<file path="config.mk">
export PLATFORM = sky130hd
export DESIGN_NAME = sat_core
export DESIGN_NICKNAME = d
export VERILOG_FILES = /design/src/hdl/sat_pkg.sv /design/src/hdl/sat_core.sv
export VERILOG_INCLUDE_DIRS = /design/src /design/src/hdl
export SDC_FILE = /design/constraint.sdc
export NUM_CORES = 1
export LEC_CHECK = 0
export CAP_MARGIN = 20
export CORE_MARGIN = 3
export CORE_UTILIZATION = 55
export CTS_CLUSTER_DIAMETER = 150
export CTS_CLUSTER_SIZE = 16
export DETAILED_ROUTE_END_ITERATION = 10
export DONT_BUFFER_PORTS = 1
export MAX_ROUTING_LAYER = met4
export PLACE_DENSITY_LB_ADDON = 0.12
export SLEW_MARGIN = 20
export SYNTH_ARGS = -nofsm -noshare
export SYNTH_HDL_FRONTEND = slang
export SYNTH_SLANG_ARGS = --single-unit
</file>
<file path="constraint.sdc">
create_clock -name clk -period 9.25 [get_ports clk]
set_input_delay 0.4625 -clock clk [delete_from_list [all_inputs] [get_ports clk]]
set_output_delay 0.4625 -clock clk [all_outputs]
set_load 0.05 [all_outputs]
</file>
<file path="src/hdl/summed_area_table_query_defines.svh">
// Assertion macros for the summed-area table query block.
// Included by the RTL files that carry concurrent checks; no other dependencies.
`ifndef SUMMED_AREA_TABLE_QUERY_DEFINES_SVH
`define SUMMED_AREA_TABLE_QUERY_DEFINES_SVH

`ifndef SYNTH
// plain property, checked every cycle out of reset
`define SAT_ASSERT(lbl, clk, rstn, prop, msg) \
    lbl: assert property (@(posedge clk) disable iff (!rstn) (prop)) else $error(msg);
// antecedent implies consequent (consequent may carry a fixed delay)
`define SAT_ASSERT_IMP(lbl, clk, rstn, ante, cons, msg) \
    lbl: assert property (@(posedge clk) disable iff (!rstn) (ante) |-> cons) else $error(msg);
`else
`define SAT_ASSERT(lbl, clk, rstn, prop, msg)
`define SAT_ASSERT_IMP(lbl, clk, rstn, ante, cons, msg)
`endif

`endif

</file>
<file path="src/hdl/sat_pkg.sv">
// Shared types, codes and helpers for the summed-area table query block.
// No dependencies; imported by sat_core, summed_area_table_query and tb_top.
package sat_pkg;

    localparam int CNT_W = 7;
    localparam int COORD_W = 6;
    localparam int ELEM_W = 16;
    localparam int RESULT_W = 32;

    localparam logic [CNT_W-1:0] CNT_RESET = 7'd64;

    // item opcodes
    localparam logic OP_LOAD  = 1'b0;
    localparam logic OP_QUERY = 1'b1;

    // register indexes
    localparam logic [0:0] REG_ROW_COUNT = 1'b0;
    localparam logic [0:0] REG_COL_COUNT = 1'b1;

    // result status codes
    localparam logic STATUS_OK  = 1'b0;
    localparam logic STATUS_ERR = 1'b1;

    typedef struct packed {
        logic [CNT_W-1:0] row_count;
        logic [CNT_W-1:0] col_count;
        logic             restart;    // a register write rewinds the load position
    } sat_cfg_t;

    // zero reads as one, anything above the array size saturates
    function automatic logic [CNT_W-1:0] clamp_count(input logic [CNT_W-1:0] v,
                                                     input int unsigned max_cnt);
        logic [CNT_W-1:0] res;
        res = v;
        if (v == '0)
            res = CNT_W'(1);
        else if (32'(v) > max_cnt)
            res = CNT_W'(max_cnt);
        return res;
    endfunction

endpackage

</file>
<file path="src/hdl/sat_core.sv">
// Load/query sequencer: builds table entries and walks the four query corners.
// Depends on sat_pkg and the assertion macros; drives the port of sat_mem.
`include "summed_area_table_query_defines.svh"

module sat_core
    import sat_pkg::*;
#(
    parameter int MAX_ROWS  = 64,
    parameter int MAX_COLS  = 64,
    parameter int SUM_WIDTH = 32,
    parameter int AW        = 12
) (
    input  logic                       clk,
    input  logic                       rst_n,
    input  sat_cfg_t                   cfg,
    input  logic                       in_valid,
    output logic                       in_stall,
    input  logic                       op,
    input  logic signed [ELEM_W-1:0]   elem_value,
    input  logic [COORD_W-1:0]         top_row,
    input  logic [COORD_W-1:0]         left_col,
    input  logic [COORD_W-1:0]         bottom_row,
    input  logic [COORD_W-1:0]         right_col,
    output logic                       out_valid,
    input  logic                       out_stall,
    output logic signed [RESULT_W-1:0] rect_sum,
    output logic                       status,
    output logic [AW-1:0]              mem_addr,
    output logic                       mem_we,
    output logic [SUM_WIDTH-1:0]       mem_wdata,
    input  logic [SUM_WIDTH-1:0]       mem_rdata
);

    localparam int RW    = (MAX_ROWS > 1) ? $clog2(MAX_ROWS) : 1;
    localparam int CW    = (MAX_COLS > 1) ? $clog2(MAX_COLS) : 1;
    localparam int PW_A  = (RW > CW) ? RW : CW;
    localparam int PW    = (PW_A > COORD_W) ? PW_A : COORD_W;
    localparam int CMP_W = ((PW > CNT_W) ? PW : CNT_W) + 1;

    typedef enum logic [3:0] {
        S_IDLE,
        S_LD_RD,
        S_LD_WR,
        S_QA,
        S_QB,
        S_QC,
        S_QD,
        S_QE,
        S_OUT
    } state_t;

    state_t                      state_reg, state_next;
    logic [RW-1:0]               ld_row_reg, ld_row_next;
    logic [CW-1:0]               ld_col_reg, ld_col_next;
    logic [SUM_WIDTH-1:0]        rsum_reg, rsum_next;
    logic [SUM_WIDTH-1:0]        acc_reg, acc_next;
    logic                        err_reg, err_next;
    logic [COORD_W-1:0]          t_reg, t_next;
    logic [COORD_W-1:0]          l_reg, l_next;
    logic [COORD_W-1:0]          b_reg, b_next;
    logic [COORD_W-1:0]          r_reg, r_next;
    logic                        out_valid_reg, out_valid_next;
    logic signed [RESULT_W-1:0]  rect_sum_reg, rect_sum_next;
    logic                        status_reg, status_next;

    logic                        in_acc;
    logic                        out_free;
    logic                        bad_coord;
    logic [SUM_WIDTH-1:0]        elem_ext;
    logic [COORD_W-1:0]          t_m1;
    logic [COORD_W-1:0]          l_m1;
    logic [CMP_W-1:0]            col_inc;
    logic [CMP_W-1:0]            row_inc;

    function automatic logic [AW-1:0] addr_of(input logic [PW-1:0] r, input logic [PW-1:0] c);
        return AW'(r) * AW'(MAX_COLS) + AW'(c);
    endfunction

    assign in_acc    = in_valid && (state_reg == S_IDLE);
    assign out_free  = !out_valid_reg || !out_stall;
    assign elem_ext  = SUM_WIDTH'(elem_value);
    assign bad_coord = ({1'b0, top_row} >= cfg.row_count) || ({1'b0, bottom_row} >= cfg.row_count)
                    || ({1'b0, left_col} >= cfg.col_count) || ({1'b0, right_col} >= cfg.col_count);
    // dropped corner terms keep a legal address; their data is masked later
    assign t_m1      = (t_reg != '0) ? t_reg - 1'b1 : t_reg;
    assign l_m1      = (l_reg != '0) ? l_reg - 1'b1 : l_reg;
    assign col_inc   = CMP_W'(ld_col_reg) + CMP_W'(1);
    assign row_inc   = CMP_W'(ld_row_reg) + CMP_W'(1);

    always_comb
    begin
        state_next     = state_reg;
        ld_row_next    = ld_row_reg;
        ld_col_next    = ld_col_reg;
        rsum_next      = rsum_reg;
        acc_next       = acc_reg;
        err_next       = err_reg;
        t_next         = t_reg;
        l_next         = l_reg;
        b_next         = b_reg;
        r_next         = r_reg;
        out_valid_next = out_valid_reg;
        rect_sum_next  = rect_sum_reg;
        status_next    = status_reg;
        mem_addr       = '0;
        mem_we         = 1'b0;
        mem_wdata      = rsum_reg + ((ld_row_reg != '0) ? mem_rdata : '0);

        if (out_valid_reg && !out_stall)
        begin
            out_valid_next = 1'b0;
        end

        unique case (state_reg)
            S_IDLE:
            begin
                if (in_acc)
                begin
                    if (op == OP_LOAD)
                    begin
                        rsum_next  = ((ld_col_reg == '0) ? '0 : rsum_reg) + elem_ext;
                        state_next = S_LD_RD;
                    end
                    else
                    begin
                        t_next = top_row;
                        l_next = left_col;
                        b_next = bottom_row;
                        r_next = right_col;
                        if (bad_coord)
                        begin
                            acc_next   = '0;
                            err_next   = STATUS_ERR;
                            state_next = S_OUT;
                        end
                        else
                        begin
                            err_next   = STATUS_OK;
                            state_next = S_QA;
                        end
                    end
                end
            end
            S_LD_RD:
            begin
                // entry directly above; row 0 reads itself and ignores the data
                mem_addr   = addr_of(PW'((ld_row_reg != '0) ? ld_row_reg - 1'b1 : ld_row_reg),
                                     PW'(ld_col_reg));
                state_next = S_LD_WR;
            end
            S_LD_WR:
            begin
                mem_addr   = addr_of(PW'(ld_row_reg), PW'(ld_col_reg));
                mem_we     = 1'b1;
                state_next = S_IDLE;
                if (col_inc >= CMP_W'(cfg.col_count))
                begin
                    ld_col_next = '0;
                    if (row_inc >= CMP_W'(cfg.row_count))
                        ld_row_next = '0;
                    else
                        ld_row_next = RW'(row_inc);
                end
                else
                begin
                    ld_col_next = CW'(col_inc);
                end
            end
            S_QA:
            begin
                mem_addr   = addr_of(PW'(b_reg), PW'(r_reg));
                state_next = S_QB;
            end
            S_QB:
            begin
                mem_addr   = addr_of(PW'(b_reg), PW'(l_m1));
                acc_next   = mem_rdata;
                state_next = S_QC;
            end
            S_QC:
            begin
                mem_addr   = addr_of(PW'(t_m1), PW'(r_reg));
                acc_next   = acc_reg - ((l_reg != '0) ? mem_rdata : '0);
                state_next = S_QD;
            end
            S_QD:
            begin
                mem_addr   = addr_of(PW'(t_m1), PW'(l_m1));
                acc_next   = acc_reg - ((t_reg != '0) ? mem_rdata : '0);
                state_next = S_QE;
            end
            S_QE:
            begin
                acc_next   = acc_reg + (((t_reg != '0) && (l_reg != '0)) ? mem_rdata : '0);
                state_next = S_OUT;
            end
            S_OUT:
            begin
                if (out_free)
                begin
                    out_valid_next = 1'b1;
                    rect_sum_next  = signed'(RESULT_W'(acc_reg));
                    status_next    = err_reg;
                    state_next     = S_IDLE;
                end
            end
        endcase

        if (cfg.restart)
        begin
            ld_row_next = '0;
            ld_col_next = '0;
            rsum_next   = '0;
        end
    end

    always_ff @(posedge clk or negedge rst_n)
    begin
        if (!rst_n)
        begin
            state_reg     <= S_IDLE;
            ld_row_reg    <= '0;
            ld_col_reg    <= '0;
            rsum_reg      <= '0;
            acc_reg       <= '0;
            err_reg       <= STATUS_OK;
            t_reg         <= '0;
            l_reg         <= '0;
            b_reg         <= '0;
            r_reg         <= '0;
            out_valid_reg <= 1'b0;
            rect_sum_reg  <= '0;
            status_reg    <= STATUS_OK;
        end
        else
        begin
            state_reg     <= state_next;
            ld_row_reg    <= ld_row_next;
            ld_col_reg    <= ld_col_next;
            rsum_reg      <= rsum_next;
            acc_reg       <= acc_next;
            err_reg       <= err_next;
            t_reg         <= t_next;
            l_reg         <= l_next;
            b_reg         <= b_next;
            r_reg         <= r_next;
            out_valid_reg <= out_valid_next;
            rect_sum_reg  <= rect_sum_next;
            status_reg    <= status_next;
        end
    end

    assign in_stall  = (state_reg != S_IDLE);
    assign out_valid = out_valid_reg;
    assign rect_sum  = rect_sum_reg;
    assign status    = status_reg;

    // every accepted load writes its entry in the write-back state after the read of the entry above
    `SAT_ASSERT_IMP(a_load_writes, clk, rst_n, in_valid && !in_stall && op == OP_LOAD, ##2 mem_we, "load did not write its table entry")
    // load position never leaves the configured size
    `SAT_ASSERT(a_pos_in_range, clk, rst_n, (CMP_W'(ld_row_reg) < CMP_W'(cfg.row_count)) && (CMP_W'(ld_col_reg) < CMP_W'(cfg.col_count)), "load position outside configured size")
    // a flagged result carries a zero sum
    `SAT_ASSERT_IMP(a_err_zero, clk, rst_n, out_valid_reg && status_reg == STATUS_ERR, rect_sum_reg == '0, "error result with nonzero sum")

endmodule

</file>
# Yosys cells after proc, flatten, opt, wreduce, memory -nomap -nowiden

Cells that the tools add are included.

Register bits: 139
Word-level logic and storage cells: 108
Output and inout port bits: 80
Input bits: 92

Magnitude comparators: 6
Add/sub/neg operators: 16
Equal/unequal tests: 13
Reduce and logical (&&, ||, !) cells: 26
Multiplexer cells: 34

Operators by type and width:

| cell                | count |
|---|---|
| $mux 32             | 12 |
| $pmux 32 s5         | 1 |
| $add 32x32->32      | 3 |
| $add 12x6->12       | 6 |
| $pmux 12 s6         | 1 |
| $sub 32x32->32      | 2 |
| $mux 6              | 10 |
| $pmux 4 s9          | 1 |
| $ge 6x7->1          | 4 |
| $reduce_bool 6->1   | 3 |
| $sub 6x1->6 const B | 3 |
| $eq 4x3->1 const B  | 4 |
| $mux 4              | 4 |
| $add 6x1->7 const B | 2 |
| $ge 7x7->1          | 2 |
| $ne 2x2->1 const B  | 5 |
| $eq 4x2->1 const B  | 2 |
| $reduce_bool 2->1   | 4 |
| $logic_not 6->1     | 1 |
| $reduce_and 2->1    | 3 |
| $reduce_and 3->1    | 2 |
| $mux 1              | 5 |
| $reduce_bool 5->1   | 1 |
| $eq 4x1->1 const B  | 1 |
| other kinds (7)     | 13 |

# Longest topological paths before layout

Gate-level depths: netlist of run 1.

Word-level depth: 8
Gate-level depth with buffers: 24
Gate-level depth less buffers: 22

# Worst setup path before layout of run 1

Ideal clock, no wire load.

Path type: register -> register
Start: register l_reg[0]
End: register acc_reg[31]
Stages on the path, launching flop included: 24
Buffers on the path: 3
Required time: 9.123 ns
Setup time: 0.127 ns
Clock period less this slack: 4.993 ns
Setup slack: 4.257 ns
Arrival time: 4.866 ns
Cells stage by stage: dfrtp_1 -> inv_1 -> ha_1 -> or3b_1 -> or3_1 -> clkbuf_1 -> clkbuf_1 -> nand2_1 -> ha_1 -> clkbuf_1 -> nor2_1 -> a31oi_1 -> a21oi_1 -> a221o_1 -> ha_1 -> nand4_1 -> a211o_1 -> o211ai_1 -> a21o_1 -> a31oi_1 -> and4_1 -> o41ai_1 -> xnor2_1 -> o21ai_1

Longest elaborated chain between the ends: 5
Elaborated cells between the ends (all ways): 7
Those cells by class: add/sub: 2; mux: 3; reduce/logical: 2

Ends and longest elaborated chain:

| element                  | line                             | text |
|---|---|---|
| start: declaration       | sat_core.sv:59                   | `logic [COORD_W-1:0] l_reg, l_next;` |
| start signal: assignment | sat_core.sv:244                  | `l_reg <= l_next;` |
| $reduce_bool 6->1 *      | sat_core.sv:183, sat_core.sv:194 |  |
| $logic_and 1x1->1        | sat_core.sv:194                  | `acc_next = acc_reg + (((t_reg != '0) && (l_reg != '0)) ? mem_rdata : '0);` |
| $mux 32                  | sat_core.sv:194                  |  |
| $add 32x32->32           | sat_core.sv:194                  |  |
| $pmux 32 s5 *            | sat_core.sv:114                  | `unique case (state_reg)` |
| end signal: assignment   | sat_core.sv:241                  | `acc_reg <= acc_next;` |
| end: declaration         | sat_core.sv:56                   | `logic [SUM_WIDTH-1:0] acc_reg, acc_next;` |

Mark *: on every way between the ends. The rest lies on a longest branch, timed or not.
A chain may end at the register's enable or synchronous reset.

# Worst setup path after layout of run 1

Start: register l_reg[0]
End: register acc_reg[30]

The elaborated chain is that of the path after synthesis.

==> results of run 1 <==
[area by class of cell]
class	instances	area, um2
Clock inverter	12	164
Sequential cell	139	3480
Fill cell	2254	9640
Tap cell	324	405
Multi-Input combinational cell	1460	10100
Antenna cell	1	2.50
Inverter	56	210
Clock buffer	18	439
Timing Repair Buffer	31	253
[stage by stage]
| step | util [%] | power [mW] |
|---|---|---|
| floorplan | - | 3.45 |
| global placement | 58.3 | 4.04 |
| detailed placement | 58.4 | 4.08 |
| CTS | 60.9 | 4.85 |
| global route | 60.9 | 5.20 |
| finish | 60.9 | 4.86 |
[cell families after synthesis]
logic type	Yosys count	share of synthesized area, %
compound gates	571	26.2
xor+xnor	98	6.12
fa+ha+maj	149	13.5
buf+inv	134	3.70
flops	139	24.8
mux	61	4.83
simple gates	581	20.8
[timing repair]
item                                    CTS  global route
endpoints found under the setup margin    0             0
hold buffers                              1             0
endpoints found under the hold margin   139             0
[placed cells by master, fill, tap and decap left out, types with 36 or more instances in the layout]
master,n
nor2b_1,45
dfrtp_1,139
mux2_2,53
nand3_1,50
and2_1,40
ha_1,146
nor2_1,131
a21oi_1,166
xnor2_1,67
inv_1,56
a21o_1,51
nor3_1,36
nand2_1,168
o21ai_0,128
[layer usage]
metal	up-vias	GRT usage (%)	wire (um)	part of all wire [%]
li1	6319	-	-	-
met1	6259	40.1	18500	43
met2	483	48.4	19400	45
met3	99	7.77	3440	8.0
met4	0	11.8	1440	3.4
met5	-	-	0	0
[path summary, 6_finish.rpt]
path / endpoint / slack [ns] / cells past startpoint
worst max-delay path: acc_reg[30]$_DFFE_PN0P_ / 3.54 / 21
worst min-delay path: rsum_reg[9]$_DFFE_PN0P_ / -0.07 / 1
worst max register to register: acc_reg[30]$_DFFE_PN0P_ / 3.54 / 21
worst min register to register: err_reg$_DFFE_PN0P_ / 0.47 / 2
max in group asynchronous: rsum_reg[23]$_DFFE_PN0P_ / 8.59 / 1
min in group clk: rsum_reg[26]$_DFFE_PN0P_ / 0.09 / 1
[cells in the mapped netlist (5+ instances only)]
cell,instances,area (um2)
a22oi_1,15,113
or2_2,13,81.3
nand2b_1,23,144
a41o_1,5,50.1
xnor2_1,68,596
a22o_1,9,78.8
a311oi_1,8,70.1
nor2_1,132,495
a211oi_1,20,150
a21oi_1,166,831
mux2_2,53,597
or4_1,5,37.5
nand3_1,51,255
inv_1,56,210
nor3b_1,5,37.5
o21ai_1,5,25.0
a31oi_1,26,163
nand4_1,6,37.5
a221o_1,8,80.1
nor3_1,37,185
clkbuf_1,68,255
or3_1,10,62.6
mux2i_1,8,80.1
o21bai_1,13,97.6
ha_1,146,1830
nor2b_1,45,282
o31ai_1,12,90.1
o211ai_1,12,90.1
a21o_1,51,383
nand2_1,168,631
o22ai_1,11,68.8
nor4_1,13,81.3
xor2_1,30,263
o21a_1,10,75.1
o21ai_0,130,651
a2111oi_0,9,78.8
and2_1,40,250
and3_1,7,43.8
dfrtp_1,139,3480
[critical path, cell delays in order, from the launching register on]
cell and delay, ns:
dfrtp_1 0.39, inv_1 0.10, ha_1 0.22, or3b_1 0.44, or3_1 0.33, buf_4 0.25, nand2_1 0.11, ha_1 0.45
and2_1 0.30, and3_1 0.18, nor4_1 0.05, a21oi_1 0.28, ha_1 0.35, a21oi_1 0.31, o211ai_1 0.14, or3_1 0.37
o2111ai_1 0.41, a31oi_1 0.18, o21ai_0 0.28, mux2i_1 0.22, o21ai_0 0.10, a21oi_1 0.16
[power by group through the flow]
stage	Combinational [mW]	Sequential [mW]	Clock, mW
2_1_floorplan	2.22	1.23	0
3_3_place_gp	2.71	1.32	0
3_5_place_dp	2.75	1.33	0
5_1_grt	3.07	1.35	0.776
6_report	2.80	1.32	0.738
4_1_cts	2.78	1.32	0.749
==> results by group, run 1 <==
Placed design
  – Placement Cell Area: 0.0144 mm2
  – DP Cell Count: 2009
  – Detail Placement HPWL: 32.3 mm
  – Pre-CTS setup slack: about 3.7 ns
  – Port buffer count: 0
  – Routability congestion estimate: ~1.0

STA
  – Hold Fails Final Rpt: 23
  – Max Clk Rate: 0.175 GHz
  – Final worst setup slack: 3.54 ns
  – Final worst path period share: about three fifths
  – Period minus WS final: ~5.7 ns
  – Pins Over Slew Limit: 0
  – Final Setup Violations: 0
  – Worst Skew: ~0.011 ns
  – Setup tns final: 0 ns
  – Unrepaired setup endpoints after global routing: no
  – Worst-margin pin slew: 1.17 ns
  – Final hold slack: -0.0662 ns
  – Slew Limit Headroom: 21.7%

Pwr
  – Combinational Power Share: between 50 and 60%
  – Sequential power share: ~27%
  – Clk network pwr share: about 15%
  – P_sw: 2.57 mW
  – Switch share: 52.9%
  – P_leak: 6.90 nW
  – Pwr per Cell Area: 323 mW/mm2
  – VDD IR-drop max: roughly 0.21 mV
  – Cell Int Power: 2.29 mW

Clocking
  – Worst-path clk slew: around 0.07 ns
  – Worst-Skew Late Latency: ~0.44 ns
  – Root Driver: clkbuf_16
  – CTS buffer count: 17
  – Max Buffers Root-to-Sink: 2
  – H-tree depth: 4
  – Setup Buffers After CTS: 0
  – CTS tree: done
  – Post-cts sizing count: 0
  – TritonCTS Sinks: 139

Synthesis
  – Mean Syn Cell Area: 8.09 um2
  – Cell Area, Synth: roughly 0.014 mm2
  – Top FF cell, synth: dfrtp_1
  – Post-Syn Instances: 1733
  – FF+latch count, synth: 139
  – Yosys warns: 0
  – Async S/R FF share, synth: 100%
  – Post-synth EDFFs: 0
  – Syn nets: between 1500 and 2000
  – Post-synth cell types: just under 90
  – Sequential area share after synthesis: ~25%

Worst setup path
  – Worst Setup Start Kind: flop
  – Worst r2r src: l_reg[0]$_DFFE_PN0P_
  – Critical Path RT: 9.61 ns
  – CP Data Arrival Time: 6.07 ns
  – Crit path max fanout: 30
  – Critical path class: flop to flop
  – Critical Path Sink Type: flop
  – CP startpoint: l_reg[0]$_DFFE_PN0P_

Run status
  – Status: finished, violations left
  – Failing checks: negative hold slack

GRT
  – Total Routing Usage GR: a little under a third
  – Vias in the first global route: about 13000
  – Gr ovfl total: 0
  – First-pass GRT wire length: 68.4 mm
  – Largest net degree at the start of global routing: 140
  – Initial antenna violation count: 0

Drt
  – Drt first-iter violations: around 1000
  – DRC viols: 0
  – Via count: around 13000
  – Wirelength per Cell: roughly 21 um
  – First-pass DRT Iterations: 6
  – Vias per cell: 6.45
  – Final wirelength: approximately 43 mm
  – Routed Antenna Nets: 0

Layout
  – Area grow syn2layout: 7.25%
  – Nets@finish: 1946
  – Layout cell share with drive strength beyond 1: 9.79%
  – Final Non-Filler Cells: 2041
  – Fin area: 0.0150 mm2

Hold path
  – Hold crit path type: input pin to async pin

Floorplanning
  – Die height: 166 um
  – IO Pins: 172
  – Initial Utilization: 56.8%
  – CORE AREA: 0.0247 mm2
  – Die Wd: 166 um
  – Die ar.: 0.0274 mm2
  – Rows: 57

Flow run
  – Max-Cap Viols: 0
No activity file was read; power rests on OpenSTA's default activity.
==> inputs of run 2 (changes only) <==
==> constraint.sdc (replaced) <==
create_clock -name clk -period 4.7 [get_ports clk]
set_input_delay 0.235 -clock clk [delete_from_list [all_inputs] [get_ports clk]]
set_output_delay 0.235 -clock clk [all_outputs]
set_load 0.05 [all_outputs]
==> run 2 against run 1 <==
  * The run now ends clean
  * Global-route usage is 2.0 points higher
  * Final area up 12%
  * Worst setup slack got worse by 3.5 ns
  * Flip-flop and latch count did not move
  * Clock skew grew 0.011 ns
  * Non-clock buffer count rose by 161
  * Core utilization grew 7.0 points
  * Maximum frequency is 24% higher
  * Die area stayed put
  * Critical path type unchanged
  * Critical endpoint is now acc_reg[25]$_DFFE_PN0P_
  * Largest power group unchanged
  * Highest routed layer unchanged
==> results by group, run 2 (synthesis gave the netlist of run 1 again) <==
Run status
  – Status: completed

Floorplanning
  – Die height: between 150 and 200 um
  – Die Wd: 166 um
  – Die ar.: 0.0274 mm2
  – CORE AREA: 0.0247 mm2
  – Initial Utilization: 56.8%
  – IO Pins: 172
  – Rows: 57

Pwr
  – Sequential power share: around a quarter
  – Pwr per Cell Area: 636 mW/mm2
  – P_leak: 7.73 nW
  – P_sw: between 5 and 6 mW
  – Final total power: 10.7 mW
  – Combinational Power Share: 62.7%
  – Cell Int Power: 5.19 mW
  – Switch share: 51.4%
  – Clk network pwr share: 13.6%
  – VDD IR-drop max: 0.482 mV

Layout
  – Fin area: 0.0168 mm2
  – Fillers: roughly 2100
  – Nets@finish: 2107
  – Layout cell share with drive strength beyond 1: 18.8%
  – Area of the multi-input gates: slightly above 0.01 mm2
  – Most frequent cells in the layout: a21oi_1, nand2_1, ha_1
  – Area grow syn2layout: 19.6%
  – FF+latch area: 0.00348 mm2
  – Diodes inserted: 0
  – Most common cell after layout, fill and taps aside: a21oi_1

Drt
  – First-pass DRT Iterations: 5
  – Wirelength per Cell: between 20 and 25 um
  – Drt first-iter violations: 1056
  – DRC viols: 0
  – Final wirelength: 46.7 mm
  – Routed Antenna Nets: 0
  – Vias per cell: 6.37
  – Via count: 14032

Clocking
  – Root Driver: clkbuf_16
  – Worst-path clk slew: around 0.070 ns
  – Worst-Skew Late Latency: 0.44 ns
  – H-tree depth: 4
  – TritonCTS Sinks: 139
  – CTS tree: done
  – CTS buffer count: 17
  – Max Buffers Root-to-Sink: 2

Worst setup path
  – Critical path class: flop to flop
  – Critical Path Sink Type: flop
  – Critical Path RT: 5.01 ns
  – Crit path max fanout: 6
  – R2R setup slack: 0.09 ns
  – CP Data Arrival Time: 4.92 ns
  – Worst Setup Start Kind: flop

STA
  – Period minus WS final: 4.61 ns
  – Hold Fails Final Rpt: 0
  – Worst-margin pin slew: 1.09 ns
  – Unrepaired setup endpoints after global routing: yes
  – Pins Over Slew Limit: 0
  – Max Clk Rate: 0.217 GHz
  – Final Setup Violations: 0
  – Slew Limit Headroom: between 20% and 30%
  – Worst Skew: 0.0221 ns
  – Final worst path period share: between 90 and 100%

GRT
  – Total Routing Usage GR: 33.4%
  – Largest net degree at the start of global routing: 140
  – Gr ovfl total: 0
  – First-pass GRT wire length: ~73 mm
  – Initial antenna violation count: 0
  – Vias in the first global route: 13529

Placed design
  – Placement Cell Area: 0.0152 mm2
  – Routability congestion estimate: 0.985
  – Port buffer count: 0
  – Detail Placement HPWL: 34.5 mm

Flow run
  – Max-Cap Viols: 0

Hold path
  – Hold crit path type: input pin to flop
## run 2: path summary, 6_finish.rpt
check                                          start                   endpoint  cells after the start
max in group asynchronous                      rst_n  ld_row_reg[2]$_DFFE_PN0P_                      2
worst min-delay path                   mem_rdata[24]    acc_reg[24]$_DFFE_PN0P_                      2
worst max register to register  t_reg[1]$_DFFE_PN0P_    acc_reg[25]$_DFFE_PN0P_                     22
worst max-delay path            t_reg[1]$_DFFE_PN0P_    acc_reg[25]$_DFFE_PN0P_                     22
worst min register to register  b_reg[0]$_DFFE_PN0P_       b_reg[0]$_DFFE_PN0P_                      2
min in group asynchronous                      rst_n    rsum_reg[5]$_DFFE_PN0P_                      2
## run 2: cell type report
type / count / share of cell area (%)
clock buffers: 17 / 2.54
inverters: 56 / 1.27
repair buffers: 192 / 10.0
flip-flops and latches: 139 / 20.7
well taps: 324 / 2.42
clock inverters: 15 / 1.07
multi-input cells: 1460 / 62.0
## run 2: per-stage QoR
step                hold WS [ns]  util [%]  setup TNS, ns  setup WS [ns]  cells
floorplan                -0.0606         -              0        0.00302   1733
global placement         -0.0576      61.8        -0.0131        -0.0104   2112
detailed placement       -0.0573      61.8         -0.378        -0.0839   2112
CTS                     0.000539      66.2              0        0.00335   2187
global route             0.00518      68.0         -0.304        -0.0887   2203
finish                   0.00239      68.0              0         0.0867   2203
## run 2: critical path: stages (launching register included)
cell	delay, ns
dfrtp_1	0.38
inv_1	0.07
ha_2	0.17
or3b_4	0.37
or3_4	0.44
nand2_2	0.10
ha_4	0.15
buf_6	0.12
nand2b_1	0.09
xor2_1	0.16
nor2_1	0.05
a221o_1	0.32
ha_1	0.35
a21o_1	0.21
a31oi_2	0.18
o211ai_1	0.11
a21o_1	0.21
a31oi_1	0.21
buf_4	0.19
o21ba_4	0.14
nand2b_4	0.12
a2111oi_4	0.06
a221o_1	0.28
## run 2: routing by layer
layer  global-route usage [%]  vias up  share of wire (%)
met4                     11.8        0                3.3
met1                     42.3     6755                 43
met3                     5.72      105                6.2
li1                         -     6643                  -
met5                        -        -                  0
met2                     54.0      529                 47
## run 2: power groups by stage
stage | clock network, mW | logic [mW] | registers (mW)
6_report | 1.45 | 6.69 | 2.53
5_1_grt | 1.52 | 7.22 | 2.59
4_1_cts | 1.46 | 6.28 | 2.52
3_5_place_dp | 0 | 6.13 | 2.55
3_3_place_gp | 0 | 6.05 | 2.53
2_1_floorplan | 0 | 4.41 | 2.42
## run 2: timing repair
| action | 4_1_cts | 5_1_grt |
|---|---|---|
| hold buffers | 41 | 0 |
| gates resized for setup | 8 | 82 |
| endpoints found under the setup margin | 12 | 27 |
| buffers inserted | 2 | 16 |
| endpoints found under the hold margin | 206 | 0 |
| cloned | 0 | 0 |
| pin swaps | 1 | 39 |
==> inputs of run 3 (changes only) <==
--- a/config.mk
+++ b/config.mk
@@ -7,6 +7,7 @@
 export NUM_CORES = 1
 export LEC_CHECK = 0
 export CAP_MARGIN = 20
+export CORE_ASPECT_RATIO = 1.4
 export CORE_MARGIN = 3
 export CORE_UTILIZATION = 55
 export CTS_CLUSTER_DIAMETER = 150
==> run 3 against run 2 <==
  * The flow now finishes with violations (negative setup slack)
  * Die area rose by 0.10%
  * Sequential power is essentially flat
  * Maximum frequency decreased by 1.9%
  * Largest cell class unchanged
==> results by group, run 3 (synthesis gave the netlist of run 1 again) <==
Clocking
  – TritonCTS Sinks: 139
  – Root Driver: clkbuf_16
  – H-tree depth: 4
  – Worst-Skew Late Latency: 0.43 ns
  – Worst-path clk slew: 0.06 ns
  – CTS buffer count: 17
  – CTS tree: done
  – Max Buffers Root-to-Sink: 2

Floorplanning
  – Rows: 68
  – Die height: 195 um
  – CORE AREA: 0.0248 mm2
  – Die Wd: roughly 140 um
  – IO Pins: 172
  – Die ar.: 0.0275 mm2
  – Initial Utilization: 56.4%

Worst setup path
  – R2R setup slack: -0.002 ns
  – CP startpoint: l_reg[0]$_DFFE_PN0P_
  – R2R depth: 23
  – Slowest stage delay, CP: around 0.47 ns
  – Crit path max fanout: 7
  – Worst Setup Start Kind: flop
  – Worst setup path endpoint: acc_reg[30]$_DFFE_PN0P_
  – Critical Path RT: 5.06 ns
  – CP Data Arrival Time: between 5 and 6 ns
  – Crit path cell chain: inv_2, ha_4, or3b_4, or3_4, nand2_4, ha_4, buf_4, o21ai_2, a21oi_2, nor2_1, a21oi_1, a2bb2oi_1, a31oi_1, ha_1, nand2_1, nor2_4, a21oi_1, o32a_1, a31oi_2, o21ai_2, mux2i_1, o21ai_0, a21oi_1
  – Critical Path Sink Type: flop
  – Most used cell, CP: a21oi_1
  – Critical path class: flop to flop
  – Worst r2r src: l_reg[0]$_DFFE_PN0P_
  – R2R Path End: acc_reg[30]$_DFFE_PN0P_
  – CP max stage cell: or3_4

Pwr
  – Pwr per Cell Area: 632 mW/mm2
  – P_sw: 5.44 mW
  – VDD IR-drop max: 0.494 mV
  – Clk network pwr share: between 10% and 20%
  – Cell Int Power: 5.23 mW
  – P_leak: 7.76 nW
  – Switch share: 51.0%
  – Sequential power share: 23.9%
  – Combinational Power Share: 63.7%

Layout
  – Layout cell share with drive strength beyond 1: between 10% and 20%
  – Area of the multi-input gates: roughly 0.011 mm2
  – Core Util, Final: 68.0%
  – FF+latch area: 0.00348 mm2
  – Most frequent cells in the layout: nand2_1, a21oi_1, buf_4
  – Most common cell after layout, fill and taps aside: nand2_1
  – Area grow syn2layout: 20.6%
  – Nets@finish: approximately 2100
  – Diodes inserted: 0
  – Final Non-Filler Cells: around 2200
  – Fin area: 0.0169 mm2
  – Fillers: 2121

Drt
  – Final wirelength: 46.1 mm
  – Vias per cell: 6.30
  – First-pass DRT Iterations: 5
  – Via count: ~14000
  – Wirelength per Cell: 20.9 um
  – Routed Antenna Nets: 0
  – DRC viols: 0
  – Drt first-iter violations: 1007

GRT
  – Gr ovfl total: 0
  – First-pass GRT wire length: 72.2 mm
  – Vias in the first global route: 13595
  – Total Routing Usage GR: between 30% and 40%
  – Largest net degree at the start of global routing: 140
  – Initial antenna violation count: 0

STA
  – Final worst setup slack: -0.00237 ns
  – Hold Fails Final Rpt: 0
  – Slew Limit Headroom: between 20 and 30%
  – Period minus WS final: 4.70 ns
  – Worst-margin pin slew: 1.11 ns
  – Final worst path period share: 100%
  – Unrepaired setup endpoints after global routing: yes
  – Pins Over Slew Limit: 0
  – Worst Skew: 0.00999 ns
  – Max Clk Rate: around 0.21 GHz
  – Final Setup Violations: 1
  – Setup tns final: -0.00237 ns

Run status
  – Status: finished, violations left
  – Failing checks: negative setup slack

Placed design
  – Pre-CTS setup slack: -0.0152 ns
  – Detail Placement HPWL: 34.6 mm
  – Port buffer count: 0
  – DP Cell Count: 2113
  – Placement Cell Area: 0.0153 mm2
  – Routability congestion estimate: 0.992

Hold path
  – Hold crit path type: input pin to flop

Flow run
  – Max-Cap Viols: 0
run 3: power groups by stage:
stage | clock [mW] | combinational (mW) | sequential [mW]
global route | 1.38 | 7.39 | 2.61
detailed placement | 0 | 6.18 | 2.56
finish | 1.32 | 6.80 | 2.56
CTS | 1.33 | 6.31 | 2.54
global placement | 0 | 6.10 | 2.55
floorplan | 0 | 4.41 | 2.42
run 3: per-stage QoR:
step / hold WS (ns) / total power [mW]
floorplan: -0.0606 / 6.83
global placement: -0.0574 / 8.65
detailed placement: -0.0581 / 8.74
CTS: 0.000712 / 10.2
global route: 0.00972 / 11.4
finish: 0.00463 / 10.7
run 3: final cells by class:
cell class | instances | share of cell area [%]
Multi-Input combinational cell | 1460 | 62.4
Sequential cell | 139 | 20.6
Timing Repair Buffer | 199 | 10.1
Clock buffer | 19 | 2.62
Tap cell | 315 | 2.33
Inverter | 56 | 1.24
Clock inverter | 13 | 0.703
run 3: timing repair:
action	4_1_cts	5_1_grt
endpoints found under the hold margin	206	0
buffers inserted	0	17
hold buffers	40	0
pin swaps	0	50
gates resized for setup	9	105
setup endpoints to repair	13	27
run 3: worst max-delay path: cells and delay by family (launching register included):
kind                     cells  cell delay, ns
multiplexers                 1            0.17
flip-flops                   1            0.40
adder cells (fa/ha/maj)      3            0.61
AND/OR/NAND/NOR              6            1.36
buffers and inverters        2            0.21
AO/OA/AOI/OAI               11            1.87
run 3: per-layer routing:
| layer | up-vias | routed length (um) | track usage, % |
|---|---|---|---|
| li1 | 6637 | - | - |
| met1 | 6597 | 17900 | 39.0 |
| met2 | 508 | 22900 | 56.4 |
| met3 | 119 | 3120 | 6.40 |
| met4 | 0 | 2160 | 15.1 |
| met5 | - | 0 | - |
run 3: worst min path at each step:
stage | end | startpoint | cells after the start | slack [ns]
after floorplan | acc_reg[0]$_DFFE_PN0P_ | rst_n | 0 | -0.06
after global placement | rect_sum[1]$_DFFE_PN0P_ | rst_n | 0 | -0.06
after detailed placement | rect_sum[9]$_DFFE_PN0P_ | rst_n | 0 | -0.06
after CTS | acc_reg[4]$_DFFE_PN0P_ | mem_rdata[4] | 2 | 0.0007
after global routing | rsum_reg[30]$_DFFE_PN0P_ | cfg[0] | 2 | 0.01
final | acc_reg[0]$_DFFE_PN0P_ | mem_rdata[0] | 2 | 0.005
